===== src/hdl/assert_macros.svh =====
// assertion macros used by the rtl
`ifndef ASSERT_MACROS_SVH
`define ASSERT_MACROS_SVH

// property holds at every clock edge out of reset
`define FPBA_ASSERT(lbl, clk, rstn, prop, msg) \
  lbl: assert property (@(posedge clk) disable iff (!rstn) (prop)) else $error(msg);

// trigger implies consequence in the following cycle
`define FPBA_ASSERT_NEXT(lbl, clk, rstn, trig, cons, msg) \
  lbl: assert property (@(posedge clk) disable iff (!rstn) (trig) |=> (cons)) else $error(msg);

`endif


===== src/hdl/fpba_pkg.sv =====
// shared types and constants of the fit policy block allocator
`default_nettype none
package fpba_pkg;

  localparam int unsigned MAX_BLOCKS_DEF  = 64;
  localparam int unsigned OFFSET_BITS_DEF = 20;

  localparam int unsigned FIELD_W = 20;
  localparam int unsigned NEED_W  = 21;
  localparam int unsigned HDR_W   = 8;
  localparam int unsigned FRAG_W  = 7;

  localparam logic [FIELD_W-1:0] POOL_RST = 20'd65536;
  localparam logic               MODE_RST = 1'b0;
  localparam logic [HDR_W-1:0]   HDR_RST  = 8'd32;
  localparam logic [FRAG_W-1:0]  FRAG_MAX = 7'd127;

  typedef enum logic [1:0] {
    CMD_ALLOC = 2'd0,
    CMD_FREE  = 2'd1,
    CMD_COUNT = 2'd2,
    CMD_RSVD  = 2'd3
  } cmd_e;

  typedef enum logic [1:0] {
    ST_DONE     = 2'd0,
    ST_NOFIT    = 2'd1,
    ST_NOTFOUND = 2'd2
  } status_e;

  typedef enum logic [1:0] {
    REG_POOL = 2'd0,
    REG_MODE = 2'd1,
    REG_HDR  = 2'd2
  } cfg_idx_e;

  typedef struct packed {
    logic req;
    logic ok;
  } init_t;

  typedef struct packed {
    logic               valid;
    status_e            status;
    logic [FIELD_W-1:0] granted;
    logic [FRAG_W-1:0]  frag;
  } res_t;

endpackage
`default_nettype wire


===== src/hdl/fpba_ram.sv =====
// block table memory, one write and one registered read port
`default_nettype none
module fpba_ram #(
  parameter int unsigned DEPTH = 64,
  parameter int unsigned WIDTH = 41
) (
  input  wire logic                     clk_i,
  input  wire logic                     we_i,
  input  wire logic [$clog2(DEPTH)-1:0] waddr_i,
  input  wire logic [WIDTH-1:0]         wdata_i,
  input  wire logic                     re_i,
  input  wire logic [$clog2(DEPTH)-1:0] raddr_i,
  output logic      [WIDTH-1:0]         rdata_o
);

  logic [WIDTH-1:0] mem [DEPTH];
  logic [WIDTH-1:0] rdata_q;

  always_ff @(posedge clk_i) begin
    if (we_i) begin
      mem[waddr_i] <= wdata_i;
    end
    if (re_i) begin
      rdata_q <= mem[raddr_i];
    end
  end

  assign rdata_o = rdata_q;

endmodule
`default_nettype wire


===== src/hdl/fpba_ctrl.sv =====
// command sequencer: table scans, split, merge and entry shifts
`default_nettype none
`include "assert_macros.svh"
module fpba_ctrl import fpba_pkg::*; #(
  parameter int unsigned MAX_BLOCKS  = MAX_BLOCKS_DEF,
  parameter int unsigned OFFSET_BITS = OFFSET_BITS_DEF
) (
  input  wire logic                   clk_i,
  input  wire logic                   rst_ni,
  input  wire logic                   in_valid_i,
  output logic                        in_ready_o,
  input  wire logic [1:0]             cmd_i,
  input  wire logic [FIELD_W-1:0]     request_size_i,
  input  wire logic [FIELD_W-1:0]     payload_offset_i,
  input  wire logic                   fit_mode_i,
  input  wire logic [HDR_W-1:0]       header_i,
  input  wire init_t                  init_i,
  input  wire logic [OFFSET_BITS-1:0] init_pay_i,
  input  wire logic [OFFSET_BITS-1:0] init_size_i,
  input  wire logic                   out_free_i,
  output res_t                        res_o
);

  localparam int unsigned W    = OFFSET_BITS;
  localparam int unsigned EW   = 2 * W + 1;
  localparam int unsigned IDXW = $clog2(MAX_BLOCKS);
  localparam int unsigned CNTW = $clog2(MAX_BLOCKS + 1);
  localparam int unsigned CW   = ((W > NEED_W + 1) ? W : NEED_W + 1) + 1;
  localparam logic [CNTW-1:0] CNT_MAX = CNTW'(MAX_BLOCKS);

  typedef enum logic [2:0] {
    S_IDLE, S_SCAN, S_DEC, S_SHIFT, S_WR_REM, S_WR_PICK, S_DONE
  } state_e;

  state_e              state_q, state_d;
  logic [CNTW-1:0]     cnt_q, cnt_d;
  logic                init_pend_q, init_pend_d;
  logic [W-1:0]        init_pay_q, init_pay_d, init_size_q, init_size_d;
  cmd_e                cmd_q, cmd_d;
  logic [NEED_W-1:0]   need_q, need_d;
  logic [FIELD_W-1:0]  req_q, req_d, off_q, off_d;
  logic [CNTW-1:0]     ptr_q, ptr_d, ridx_q, ridx_d;
  logic                rv_q, rv_d;
  logic                found_q, found_d;
  logic [CNTW-1:0]     pk_idx_q, pk_idx_d;
  logic [W-1:0]        pk_pay_q, pk_pay_d, pk_size_q, pk_size_d;
  logic                last_v_q, last_v_d, last_used_q, last_used_d;
  logic [W-1:0]        last_pay_q, last_pay_d, last_size_q, last_size_d;
  logic                pv_v_q, pv_v_d, pv_used_q, pv_used_d;
  logic [W-1:0]        pv_pay_q, pv_pay_d, pv_size_q, pv_size_d;
  logic                nx_v_q, nx_v_d, nx_used_q, nx_used_d;
  logic [W-1:0]        nx_size_q, nx_size_d;
  logic [FRAG_W-1:0]   frag_q, frag_d;
  logic                sh_up_q, sh_up_d;
  logic [CNTW-1:0]     sh_src_q, sh_src_d, sh_left_q, sh_left_d;
  logic [1:0]          sh_off_q, sh_off_d;
  logic                pw_v_q, pw_v_d;
  logic [CNTW-1:0]     pw_dst_q, pw_dst_d;
  res_t                res_q, res_d;

  logic                we, re;
  logic [IDXW-1:0]     waddr, raddr;
  logic [EW-1:0]       wdata, rdata;

  logic                e_used;
  logic [W-1:0]        e_pay, e_size, hdr_w;
  logic [CW-1:0]       nh;
  logic [NEED_W-1:0]   need_in;
  logic                nm, pm;
  logic [W-1:0]        s1, s2;
  logic [CNTW:0]       src_start;

  fpba_ram #(.DEPTH(MAX_BLOCKS), .WIDTH(EW)) u_ram (
    .clk_i   (clk_i),
    .we_i    (we),
    .waddr_i (waddr),
    .wdata_i (wdata),
    .re_i    (re),
    .raddr_i (raddr),
    .rdata_o (rdata)
  );

  assign e_used  = rdata[2*W];
  assign e_pay   = rdata[2*W-1:W];
  assign e_size  = rdata[W-1:0];
  assign hdr_w   = W'(header_i);
  assign nh      = CW'(need_q) + CW'(header_i);
  assign need_in = (NEED_W'(request_size_i) + NEED_W'(3)) & ~NEED_W'(3);

  // merge of the freed entry with its free neighbors
  assign nm = nx_v_q && !nx_used_q;
  assign pm = pv_v_q && !pv_used_q;
  assign s1 = nm ? (pk_size_q + nx_size_q + hdr_w) : pk_size_q;
  assign s2 = pm ? (pv_size_q + s1 + hdr_w) : s1;
  assign src_start = (CNTW+1)'(pk_idx_q) + (CNTW+1)'(1) + (CNTW+1)'(nm);

  assign in_ready_o = (state_q == S_IDLE) && !init_pend_q;
  assign res_o      = res_q;

  always_comb begin
    state_d = state_q;      cnt_d = cnt_q;
    init_pend_d = init_pend_q; init_pay_d = init_pay_q; init_size_d = init_size_q;
    cmd_d = cmd_q;  need_d = need_q;  req_d = req_q;  off_d = off_q;
    ptr_d = ptr_q;  ridx_d = ridx_q;  rv_d = rv_q;   found_d = found_q;
    pk_idx_d = pk_idx_q; pk_pay_d = pk_pay_q; pk_size_d = pk_size_q;
    last_v_d = last_v_q; last_used_d = last_used_q;
    last_pay_d = last_pay_q; last_size_d = last_size_q;
    pv_v_d = pv_v_q; pv_used_d = pv_used_q; pv_pay_d = pv_pay_q; pv_size_d = pv_size_q;
    nx_v_d = nx_v_q; nx_used_d = nx_used_q; nx_size_d = nx_size_q;
    frag_d = frag_q;
    sh_up_d = sh_up_q; sh_src_d = sh_src_q; sh_left_d = sh_left_q; sh_off_d = sh_off_q;
    pw_v_d = pw_v_q; pw_dst_d = pw_dst_q;
    res_d = res_q;
    res_d.valid = 1'b0;
    we = 1'b0; waddr = '0; wdata = '0;
    re = 1'b0; raddr = '0;

    unique case (state_q)
      S_IDLE: begin
        if (init_pend_q) begin
          we = 1'b1;
          wdata = {1'b0, init_pay_q, init_size_q};
          init_pend_d = 1'b0;
        end else if (in_valid_i) begin
          cmd_d = cmd_e'(cmd_i);
          req_d = request_size_i;
          off_d = payload_offset_i;
          need_d = need_in;
          ptr_d = '0; rv_d = 1'b0; found_d = 1'b0;
          last_v_d = 1'b0; pv_v_d = 1'b0; nx_v_d = 1'b0; frag_d = '0;
          res_d.status = ST_DONE; res_d.granted = '0; res_d.frag = '0;
          if ((cmd_e'(cmd_i) == CMD_ALLOC && need_in == '0) ||
              cmd_e'(cmd_i) == CMD_RSVD) begin
            res_d.status = ST_NOFIT;
            state_d = S_DONE;
          end else begin
            state_d = S_SCAN;
          end
        end
      end

      S_SCAN: begin
        if (ptr_q != cnt_q) begin
          re = 1'b1;
          raddr = ptr_q[IDXW-1:0];
          ptr_d = ptr_q + CNTW'(1);
          rv_d = 1'b1;
          ridx_d = ptr_q;
        end else begin
          rv_d = 1'b0;
          if (!rv_q) begin
            state_d = S_DEC;
          end
        end
        if (rv_q) begin
          unique case (cmd_q)
            CMD_ALLOC: begin
              if (!e_used && CW'(e_size) >= CW'(need_q) &&
                  (!found_q || (!fit_mode_i && e_size < pk_size_q) ||
                   (fit_mode_i && e_size > pk_size_q))) begin
                found_d = 1'b1; pk_idx_d = ridx_q; pk_pay_d = e_pay; pk_size_d = e_size;
              end
            end
            CMD_FREE: begin
              if (!found_q && e_used && CW'(e_pay) == CW'(off_q)) begin
                found_d = 1'b1; pk_idx_d = ridx_q; pk_pay_d = e_pay; pk_size_d = e_size;
                pv_v_d = last_v_q; pv_used_d = last_used_q;
                pv_pay_d = last_pay_q; pv_size_d = last_size_q;
              end else if (found_q && ridx_q == pk_idx_q + CNTW'(1)) begin
                nx_v_d = 1'b1; nx_used_d = e_used; nx_size_d = e_size;
              end
              last_v_d = 1'b1; last_used_d = e_used;
              last_pay_d = e_pay; last_size_d = e_size;
            end
            CMD_COUNT: begin
              if (!e_used && CW'(e_size) < CW'(req_q) && frag_q != FRAG_MAX) begin
                frag_d = frag_q + FRAG_W'(1);
              end
            end
            default: begin
            end
          endcase
        end
      end

      S_DEC: begin
        unique case (cmd_q)
          CMD_ALLOC: begin
            if (!found_q) begin
              res_d.status = ST_NOFIT;
              state_d = S_DONE;
            end else begin
              res_d.granted = FIELD_W'(pk_pay_q);
              if (CW'(pk_size_q) >= nh && cnt_q != CNT_MAX) begin
                // split: open a slot after the pick by moving the tail up
                sh_up_d = 1'b1;
                sh_src_d = cnt_q - CNTW'(1);
                sh_left_d = cnt_q - CNTW'(1) - pk_idx_q;
                pw_v_d = 1'b0;
                cnt_d = cnt_q + CNTW'(1);
                state_d = S_SHIFT;
              end else begin
                we = 1'b1;
                waddr = pk_idx_q[IDXW-1:0];
                wdata = {1'b1, pk_pay_q, pk_size_q};
                state_d = S_DONE;
              end
            end
          end
          CMD_FREE: begin
            if (!found_q) begin
              res_d.status = ST_NOTFOUND;
              state_d = S_DONE;
            end else begin
              we = 1'b1;
              waddr = pm ? IDXW'(pk_idx_q - CNTW'(1)) : pk_idx_q[IDXW-1:0];
              wdata = {1'b0, pm ? pv_pay_q : pk_pay_q, s2};
              // close the gap left by merged entries
              sh_up_d = 1'b0;
              sh_src_d = CNTW'(src_start);
              sh_left_d = (src_start < (CNTW+1)'(cnt_q)) ?
                          CNTW'((CNTW+1)'(cnt_q) - src_start) : '0;
              sh_off_d = 2'(nm) + 2'(pm);
              pw_v_d = 1'b0;
              cnt_d = cnt_q - CNTW'(nm) - CNTW'(pm);
              state_d = S_SHIFT;
            end
          end
          default: begin
            res_d.frag = frag_q;
            state_d = S_DONE;
          end
        endcase
      end

      S_SHIFT: begin
        if (pw_v_q) begin
          we = 1'b1;
          waddr = pw_dst_q[IDXW-1:0];
          wdata = rdata;
        end
        if (sh_left_q != '0) begin
          re = 1'b1;
          raddr = sh_src_q[IDXW-1:0];
          pw_v_d = 1'b1;
          pw_dst_d = sh_up_q ? sh_src_q + CNTW'(1) : sh_src_q - CNTW'(sh_off_q);
          sh_src_d = sh_up_q ? sh_src_q - CNTW'(1) : sh_src_q + CNTW'(1);
          sh_left_d = sh_left_q - CNTW'(1);
        end else begin
          pw_v_d = 1'b0;
          if (!pw_v_q) begin
            state_d = sh_up_q ? S_WR_REM : S_DONE;
          end
        end
      end

      S_WR_REM: begin
        we = 1'b1;
        waddr = IDXW'(pk_idx_q + CNTW'(1));
        wdata = {1'b0, W'(CW'(pk_pay_q) + nh), W'(CW'(pk_size_q) - nh)};
        state_d = S_WR_PICK;
      end

      S_WR_PICK: begin
        we = 1'b1;
        waddr = pk_idx_q[IDXW-1:0];
        wdata = {1'b1, pk_pay_q, W'(need_q)};
        state_d = S_DONE;
      end

      S_DONE: begin
        if (out_free_i) begin
          res_d.valid = 1'b1;
          state_d = S_IDLE;
        end
      end

      default: state_d = S_IDLE;
    endcase

    // pool write reloads the table as one free block, or empties it when the pool is smaller than the header
    if (init_i.req) begin
      cnt_d = init_i.ok ? CNTW'(1) : '0;
      init_pend_d = init_i.ok;
      init_pay_d = init_pay_i;
      init_size_d = init_size_i;
    end
  end

  always_ff @(posedge clk_i or negedge rst_ni) begin
    if (!rst_ni) begin
      state_q <= S_IDLE;
      cnt_q <= CNTW'(1);
      init_pend_q <= 1'b1;
      init_pay_q <= W'(HDR_RST);
      init_size_q <= W'(POOL_RST - FIELD_W'(HDR_RST));
      rv_q <= 1'b0;
      pw_v_q <= 1'b0;
      res_q <= '0;
    end else begin
      state_q <= state_d;
      cnt_q <= cnt_d;
      init_pend_q <= init_pend_d;
      init_pay_q <= init_pay_d;
      init_size_q <= init_size_d;
      rv_q <= rv_d;
      pw_v_q <= pw_v_d;
      res_q <= res_d;
    end
  end

  always_ff @(posedge clk_i) begin
    cmd_q <= cmd_d; need_q <= need_d; req_q <= req_d; off_q <= off_d;
    ptr_q <= ptr_d; ridx_q <= ridx_d; found_q <= found_d;
    pk_idx_q <= pk_idx_d; pk_pay_q <= pk_pay_d; pk_size_q <= pk_size_d;
    last_v_q <= last_v_d; last_used_q <= last_used_d;
    last_pay_q <= last_pay_d; last_size_q <= last_size_d;
    pv_v_q <= pv_v_d; pv_used_q <= pv_used_d; pv_pay_q <= pv_pay_d; pv_size_q <= pv_size_d;
    nx_v_q <= nx_v_d; nx_used_q <= nx_used_d; nx_size_q <= nx_size_d;
    frag_q <= frag_d;
    sh_up_q <= sh_up_d; sh_src_q <= sh_src_d; sh_left_q <= sh_left_d; sh_off_q <= sh_off_d;
    pw_dst_q <= pw_dst_d;
  end

  `FPBA_ASSERT(a_cnt_range, clk_i, rst_ni, cnt_q <= CNT_MAX, "block count above table depth")
  `FPBA_ASSERT(a_no_rw_clash, clk_i, rst_ni, !(we && re && waddr == raddr),
    "table read and write hit the same entry")
  `FPBA_ASSERT_NEXT(a_accept_busy, clk_i, rst_ni, in_valid_i && in_ready_o,
    state_q == S_SCAN || state_q == S_DONE, "accepted item did not start")

endmodule
`default_nettype wire


===== src/hdl/fit_policy_block_allocator_core.sv =====
// top level: configuration registers, sequencer and result register
//
// Pool allocator with best or worst fit and coalescing on free. Each item is
// one command; the block takes one item at a time and answers with exactly one
// result. The table sits in a memory with one read and one write port, so an
// item takes one scan read per table entry in use, then one read per entry
// moved up or down. After reset and after each pool_bytes write that is not
// smaller than the header, the first table entry is rewritten before the next
// item is taken. The finished result is held in an output register, so the
// next item is accepted while it waits to be taken.
`default_nettype none
module fit_policy_block_allocator_core import fpba_pkg::*; #(
  parameter int unsigned MAX_BLOCKS  = MAX_BLOCKS_DEF,
  parameter int unsigned OFFSET_BITS = OFFSET_BITS_DEF
) (
  input  wire logic               clk_i,
  input  wire logic               rst_ni,
  input  wire logic               cfg_we_i,
  input  wire logic [1:0]         cfg_idx_i,
  input  wire logic [FIELD_W-1:0] cfg_wdata_i,
  input  wire logic               in_valid_i,
  output logic                    in_ready_o,
  input  wire logic [1:0]         cmd_i,
  input  wire logic [FIELD_W-1:0] request_size_i,
  input  wire logic [FIELD_W-1:0] payload_offset_i,
  output logic                    out_valid_o,
  input  wire logic               out_ready_i,
  output logic [1:0]              status_o,
  output logic [FIELD_W-1:0]      granted_offset_o,
  output logic [FRAG_W-1:0]       fragment_count_o
);

  logic               mode_q, mode_d;
  logic [HDR_W-1:0]   hdr_q, hdr_d;
  init_t              init;
  logic [OFFSET_BITS-1:0] init_pay, init_size;
  res_t               res;
  logic               out_v_q, out_v_d;
  logic [1:0]         status_q, status_d;
  logic [FIELD_W-1:0] granted_q, granted_d;
  logic [FRAG_W-1:0]  frag_q, frag_d;

  always_comb begin
    mode_d = mode_q;
    hdr_d = hdr_q;
    init = '0;
    if (cfg_we_i) begin
      unique case (cfg_idx_e'(cfg_idx_i))
        REG_POOL: begin
          init.req = 1'b1;
          init.ok = cfg_wdata_i >= FIELD_W'(hdr_q);
        end
        REG_MODE: mode_d = cfg_wdata_i[0];
        REG_HDR:  hdr_d = cfg_wdata_i[HDR_W-1:0];
        default: begin
        end
      endcase
    end
  end

  assign init_pay  = OFFSET_BITS'(hdr_q);
  assign init_size = OFFSET_BITS'(cfg_wdata_i - FIELD_W'(hdr_q));

  fpba_ctrl #(.MAX_BLOCKS(MAX_BLOCKS), .OFFSET_BITS(OFFSET_BITS)) u_ctrl (
    .clk_i            (clk_i),
    .rst_ni           (rst_ni),
    .in_valid_i       (in_valid_i),
    .in_ready_o       (in_ready_o),
    .cmd_i            (cmd_i),
    .request_size_i   (request_size_i),
    .payload_offset_i (payload_offset_i),
    .fit_mode_i       (mode_q),
    .header_i         (hdr_q),
    .init_i           (init),
    .init_pay_i       (init_pay),
    .init_size_i      (init_size),
    .out_free_i       (!out_v_q || out_ready_i),
    .res_o            (res)
  );

  always_comb begin
    out_v_d = out_v_q;
    status_d = status_q;
    granted_d = granted_q;
    frag_d = frag_q;
    if (res.valid) begin
      out_v_d = 1'b1;
      status_d = res.status;
      granted_d = res.granted;
      frag_d = res.frag;
    end else if (out_ready_i) begin
      out_v_d = 1'b0;
    end
  end

  always_ff @(posedge clk_i or negedge rst_ni) begin
    if (!rst_ni) begin
      mode_q <= MODE_RST;
      hdr_q <= HDR_RST;
      out_v_q <= 1'b0;
    end else begin
      mode_q <= mode_d;
      hdr_q <= hdr_d;
      out_v_q <= out_v_d;
    end
  end

  always_ff @(posedge clk_i) begin
    status_q <= status_d;
    granted_q <= granted_d;
    frag_q <= frag_d;
  end

  assign out_valid_o      = out_v_q;
  assign status_o         = status_q;
  assign granted_offset_o = granted_q;
  assign fragment_count_o = frag_q;

endmodule
`default_nettype wire


===== config.mk =====
export PLATFORM = sky130hd
export DESIGN_NAME = fit_policy_block_allocator_core
export DESIGN_NICKNAME = d
export VERILOG_FILES = /design/src/hdl/fpba_pkg.sv /design/src/hdl/fpba_ram.sv /design/src/hdl/fpba_ctrl.sv /design/src/hdl/fit_policy_block_allocator_core.sv
export VERILOG_INCLUDE_DIRS = /design/src /design/src/hdl
export SDC_FILE = /design/constraint.sdc
export NUM_CORES = 2
export LEC_CHECK = 0
export BUFFER_PORTS_ARGS = -buffer_cell sky130_fd_sc_hd__buf_2
export CAP_MARGIN = 20
export CORE_MARGIN = 2
export CORE_UTILIZATION = 30
export DETAILED_ROUTE_END_ITERATION = 10
export GPL_TIMING_DRIVEN = 0
export PLACE_DENSITY_LB_ADDON = 0.2
export SYNTH_ARGS = -nofsm -noshare
export SYNTH_HDL_FRONTEND = slang
export SYNTH_SLANG_ARGS = --single-unit
export TNS_END_PERCENT = 50

===== constraint.sdc =====
create_clock -name clk_i -period 27.9 [get_ports clk_i]
set_clock_uncertainty 0.1 [all_clocks]
set_input_delay 4.185 -clock clk_i [delete_from_list [all_inputs] [get_ports clk_i]]
set_output_delay 4.185 -clock clk_i [all_outputs]
set_load 0.05 [all_outputs]

==> metrics.md <==
| Metric | Value |
|---|---|
| Status | `complete, no violations` |
| Fmax | `118.8 MHz` |
| Clk sink count | `around 3,000` |
| Sw frac | `between 30% and 40%` |
| Tcrit/Tclk final | `30.18%` |
| Sequential area share after synthesis | `71.24%` |
| R2r endpoint | `u_ctrl.u_ram.mem[16][17]` |
| Initial antenna violation count | `70` |
| First-pass GRT wire length | `775.4 mm` |
| Hold Path Origin | `u_ctrl.ptr_q[5]` |
| Wirelength, routed | `593.7 mm` |
| Req. time, crit path | `28.50 ns` |
| H-tree levels | `5` |
| Delay of the slowest cell on the worst path | `about 0.6 ns` |
| Synthesized cell area | `roughly 130,000 µm²` |
| Final worst slack | `19.48 ns` |
| Async set-reset flop share out of synthesis | `2.671%` |
| Crit path arrival time | `9.01 ns` |
| R2R Setup Slk | `19.48 ns` |
| FF-to-FF Start | `hdr_q[1]` |
| Final GP Congestion | `slightly below 1` |
| Starting DRT DRC Count | `15,890` |
| Met2 Use GR | `41.00%` |
| Vias per cell | `roughly 5.7` |
| Reg power frac | `38.0%` |
| Syn_area_per_cell | `13.34 µm²` |
| Top_reg_cell synth | `edfxtp_1` |
| Crit-path slowest cell | `fa_1` |
| Fin. Hold Viols | `0` |
| WL per Instance | `36.43 µm` |
| Non-Filler Instances | `16,300` |
| Final core utilization | `roughly 36%` |
| Clk_lat worst skew | `0.99 ns` |
| Die H | `655.4 µm` |
| Post-route ant nets | `0` |
| CTS tree | `done` |
| FP Rows | `239` |
| Peak VDD IR | `between 0.07 and 0.08 mV` |
| Die X | `655.4 µm` |
| RSZ-0062 raised after global routing | `false` |
| WHS Path Cells | `0` |
| YS warnings | `0` |
| Hold_buf cts | `0` |
| Leak | `0.05278 µW` |
| Residual DRC | `0` |
| Worst-path clk slew | `~0.060 ns` |
| GRT busiest layer | `met2` |
| Total gr overflow | `0` |
| Syn nets | `9,846` |
| Power Density | `107.6 nW/µm²` |
| Resize count post-CTS | `0` |
| Max Buffers Root-to-Sink | `4` |
| Switch Pwr | `between 6000 and 7000 µW` |
| Hold Path Class | `reg -> reg` |
| CP dominant cell by count | `buf_4` |
| Combinational fraction of design power | `between 30% and 40%` |
| CP endpoint kind | `flop` |
| FILL cells | `40,350` |
| Synthesized flop and latch total | `3,033` |
| Core box area | `423,100 µm²` |
| Clk root buf | `clkbuf_16` |
| Worst slew margin | `8.021%` |
| # IOs | `100` |
| Number of global-route vias before repair | `85,810` |
| Final #Nets | `10,640` |
| Total GRT Usage | `a little over a quarter` |
| WHS Endpoint | `u_ctrl.ridx_q[5]` |
| Clock power frac | `26.7%` |
| Layout cells sized above 1 | `about an eighth` |
| Hold_ws | `0.3075 ns` |
| Worst r2r path cells | `32` |
| Pint | `9951 µW` |
| Proportion of netlist area held by the largest area contributor | `a little over two thirds` |
| Inst Count DP | `15,650` |
| Final setup viols | `0` |
| I/O Buffers | `99` |
| Max Cap Violations | `0` |
| Slew Limit Fails | `0` |
| GR Util met3 | `6.956%` |
| Largest net degree at the start of global routing | `65` |
| Met1 global-route usage | `34.91%` |
| Area grow syn2layout | `20.36%` |
| Setup bufs post-CTS | `0` |
| Minimum clock period | `about 8.4 ns` |
| Number of library cell types mapped by synthesis | `90` |
| Die area | `429,600 µm²` |
| Max Fanout on Critical Path | `14` |
| DP HPWL | `447.6 mm` |
| DP Worst Slack | `19.48 ns` |
| Worst slew pin tran | `1.380 ns` |
| Startpoint types | `flop` |
| Fin Setup TNS | `0 ns` |
| Post-synth EDFFs | `2,952` |
| Area leader, netlist | `edfxtp_1` |
| Top post-synthesis cells by area | `edfxtp_1 (70%), nand2_1 (6.7%), nand3_1 (3.3%), mux4_2 (2.0%), ha_1 (2.0%)` |
| Kind of critical path | `reg -> reg` |
| Detailed-router iteration count before antenna repair | `7` |
| Starting Density | `between 30% and 40%` |
| CTS Buf Count | `338` |
| Syn Inst Count | `9,546` |
| Via count | `slightly above 90,000` |
registers in the layout, indices dropped and copies added, names as in the netlist, 7 cells and up:
register / cells
u_ctrl.u_ram.mem: 2624
u_ctrl.u_ram.rdata_o: 41
u_ctrl.res_o: 30
granted_offset_o: 20
u_ctrl.init_size_q: 20
u_ctrl.last_pay_q: 20
u_ctrl.last_size_q: 20
u_ctrl.nx_size_q: 20
u_ctrl.off_q: 20
u_ctrl.pk_pay_q: 20
u_ctrl.pk_size_q: 20
u_ctrl.pv_pay_q: 20
u_ctrl.pv_size_q: 20
u_ctrl.req_q: 20
u_ctrl.need_q: 19
hdr_q: 8
u_ctrl.init_pay_q: 8
fragment_count_o: 7
u_ctrl.cnt_q: 7
u_ctrl.frag_q: 7
u_ctrl.pk_idx_q: 7
u_ctrl.ptr_q: 7
u_ctrl.ridx_q: 7
u_ctrl.sh_left_q: 7
power groups by stage:
stage / combinational (µW) / clock, µW / sequential, µW
global placement: 4870 / 0 / 6710
global route: 5890 / 4600 / 6270
finish: 5820 / 4400 / 6260
floorplan: 2190 / 0 / 6370
CTS: 5600 / 4440 / 6250
detailed placement: 5590 / 0 / 6340
worst max-delay path: cells and delay by family (launching register included):
kind,cells,cell delay [ns]
AO/OA/AOI/OAI,14,3.14
XOR/XNOR,2,0.27
adder cells (fa/ha/maj),5,2.01
buffers and inverters,9,1.77
flip-flops,1,0.49
AND/OR/NAND/NOR,2,0.27
worst max-delay path by stage:
stage | from | cells after the start | to
after floorplan | hdr_q[2] | 20 | u_ctrl.u_ram.mem[8][0]
after global placement | hdr_q[2] | 20 | u_ctrl.u_ram.mem[8][29]
after detailed placement | hdr_q[1] | 32 | u_ctrl.u_ram.mem[16][17]
after CTS | hdr_q[1] | 32 | u_ctrl.u_ram.mem[16][17]
after global routing | hdr_q[1] | 32 | u_ctrl.u_ram.mem[18][17]
final | hdr_q[1] | 32 | u_ctrl.u_ram.mem[16][17]
cell type report:
type,instances,area [µm²],area share [%]
sequential,3033,90690,59.19
multi-input combinational,5789,34660,22.62
clock buffer,429,8914,5.817
timing repair buffer,449,7116,4.644
tap,5663,7086,4.624
buffer,532,2288,1.494
clock inverter,176,1665,1.087
inverter,192,720.7,0.4704
antenna,32,80.08,0.05226
per-layer routing:
layer	share of wire [%]	vias up
met3	11	1254
met5	0.029	-
met1	38	47580
met2	44	6204
li1	-	37140
met4	6.6	26
through the flow:
stage,instance area [µm²],total power [µW]
detailed placement,142500,11930
finish,153200,16480
CTS,153100,16290
global placement,134900,11580
floorplan,127300,8563
global route,153200,16760
synthesized netlist by cell type (24+ instances only):
cell and instances:
edfxtp_1 2952, o22ai_1 70, nor3_1 54, a21oi_1 220, nand4_1 42, o211ai_1 65, dfrtp_1 66, a31oi_1 121
o2111ai_1 25, fa_1 26, nand3_1 828, a21o_1 58, o21ai_0 257, a22oi_1 30, buf_2 137, a211oi_1 24
buf_1 63, nand2_1 2259, mux2i_1 88, xor2_1 62, inv_1 186, and3_1 131, nor4_1 32, nor2_1 404
mux4_2 115, ha_1 205, nand2b_1 30, xnor2_1 135, a32oi_1 92, a221oi_1 93, clkbuf_1 310
cells in the final DEF (no fill, tap or decap), types with 67 or more instances in the layout:
cell	synthesis	final
a21oi_1	220	218
a221oi_1	93	93
a31oi_1	121	121
a32oi_1	92	91
and3_1	131	131
buf_12	0	171
buf_16	0	67
buf_2	137	239
clkbuf_1	310	374
clkbuf_16	0	341
edfxtp_1	2952	2952
ha_1	205	205
inv_1	186	186
mux2i_1	88	88
mux4_2	115	115
nand2_1	2259	2257
nand3_1	828	828
nor2_1	404	335
o21ai_0	257	234
o22ai_1	70	69
xnor2_1	135	135
kinds of logic after synthesis:
kind of cell / count (synthesis) / synth area share [%]
DFF: 3033 / 71.24
and+or+nand+nor: 3872 / 12.98
adders and majority gates: 231 / 2.424
buffers and inverters: 724 / 2.343
xor gates and xnor gates: 197 / 1.355
AOI/OAI and AO/OA: 1277 / 6.844
muxes: 212 / 2.809
Note: power is estimated with default switching activity, not from simulation.
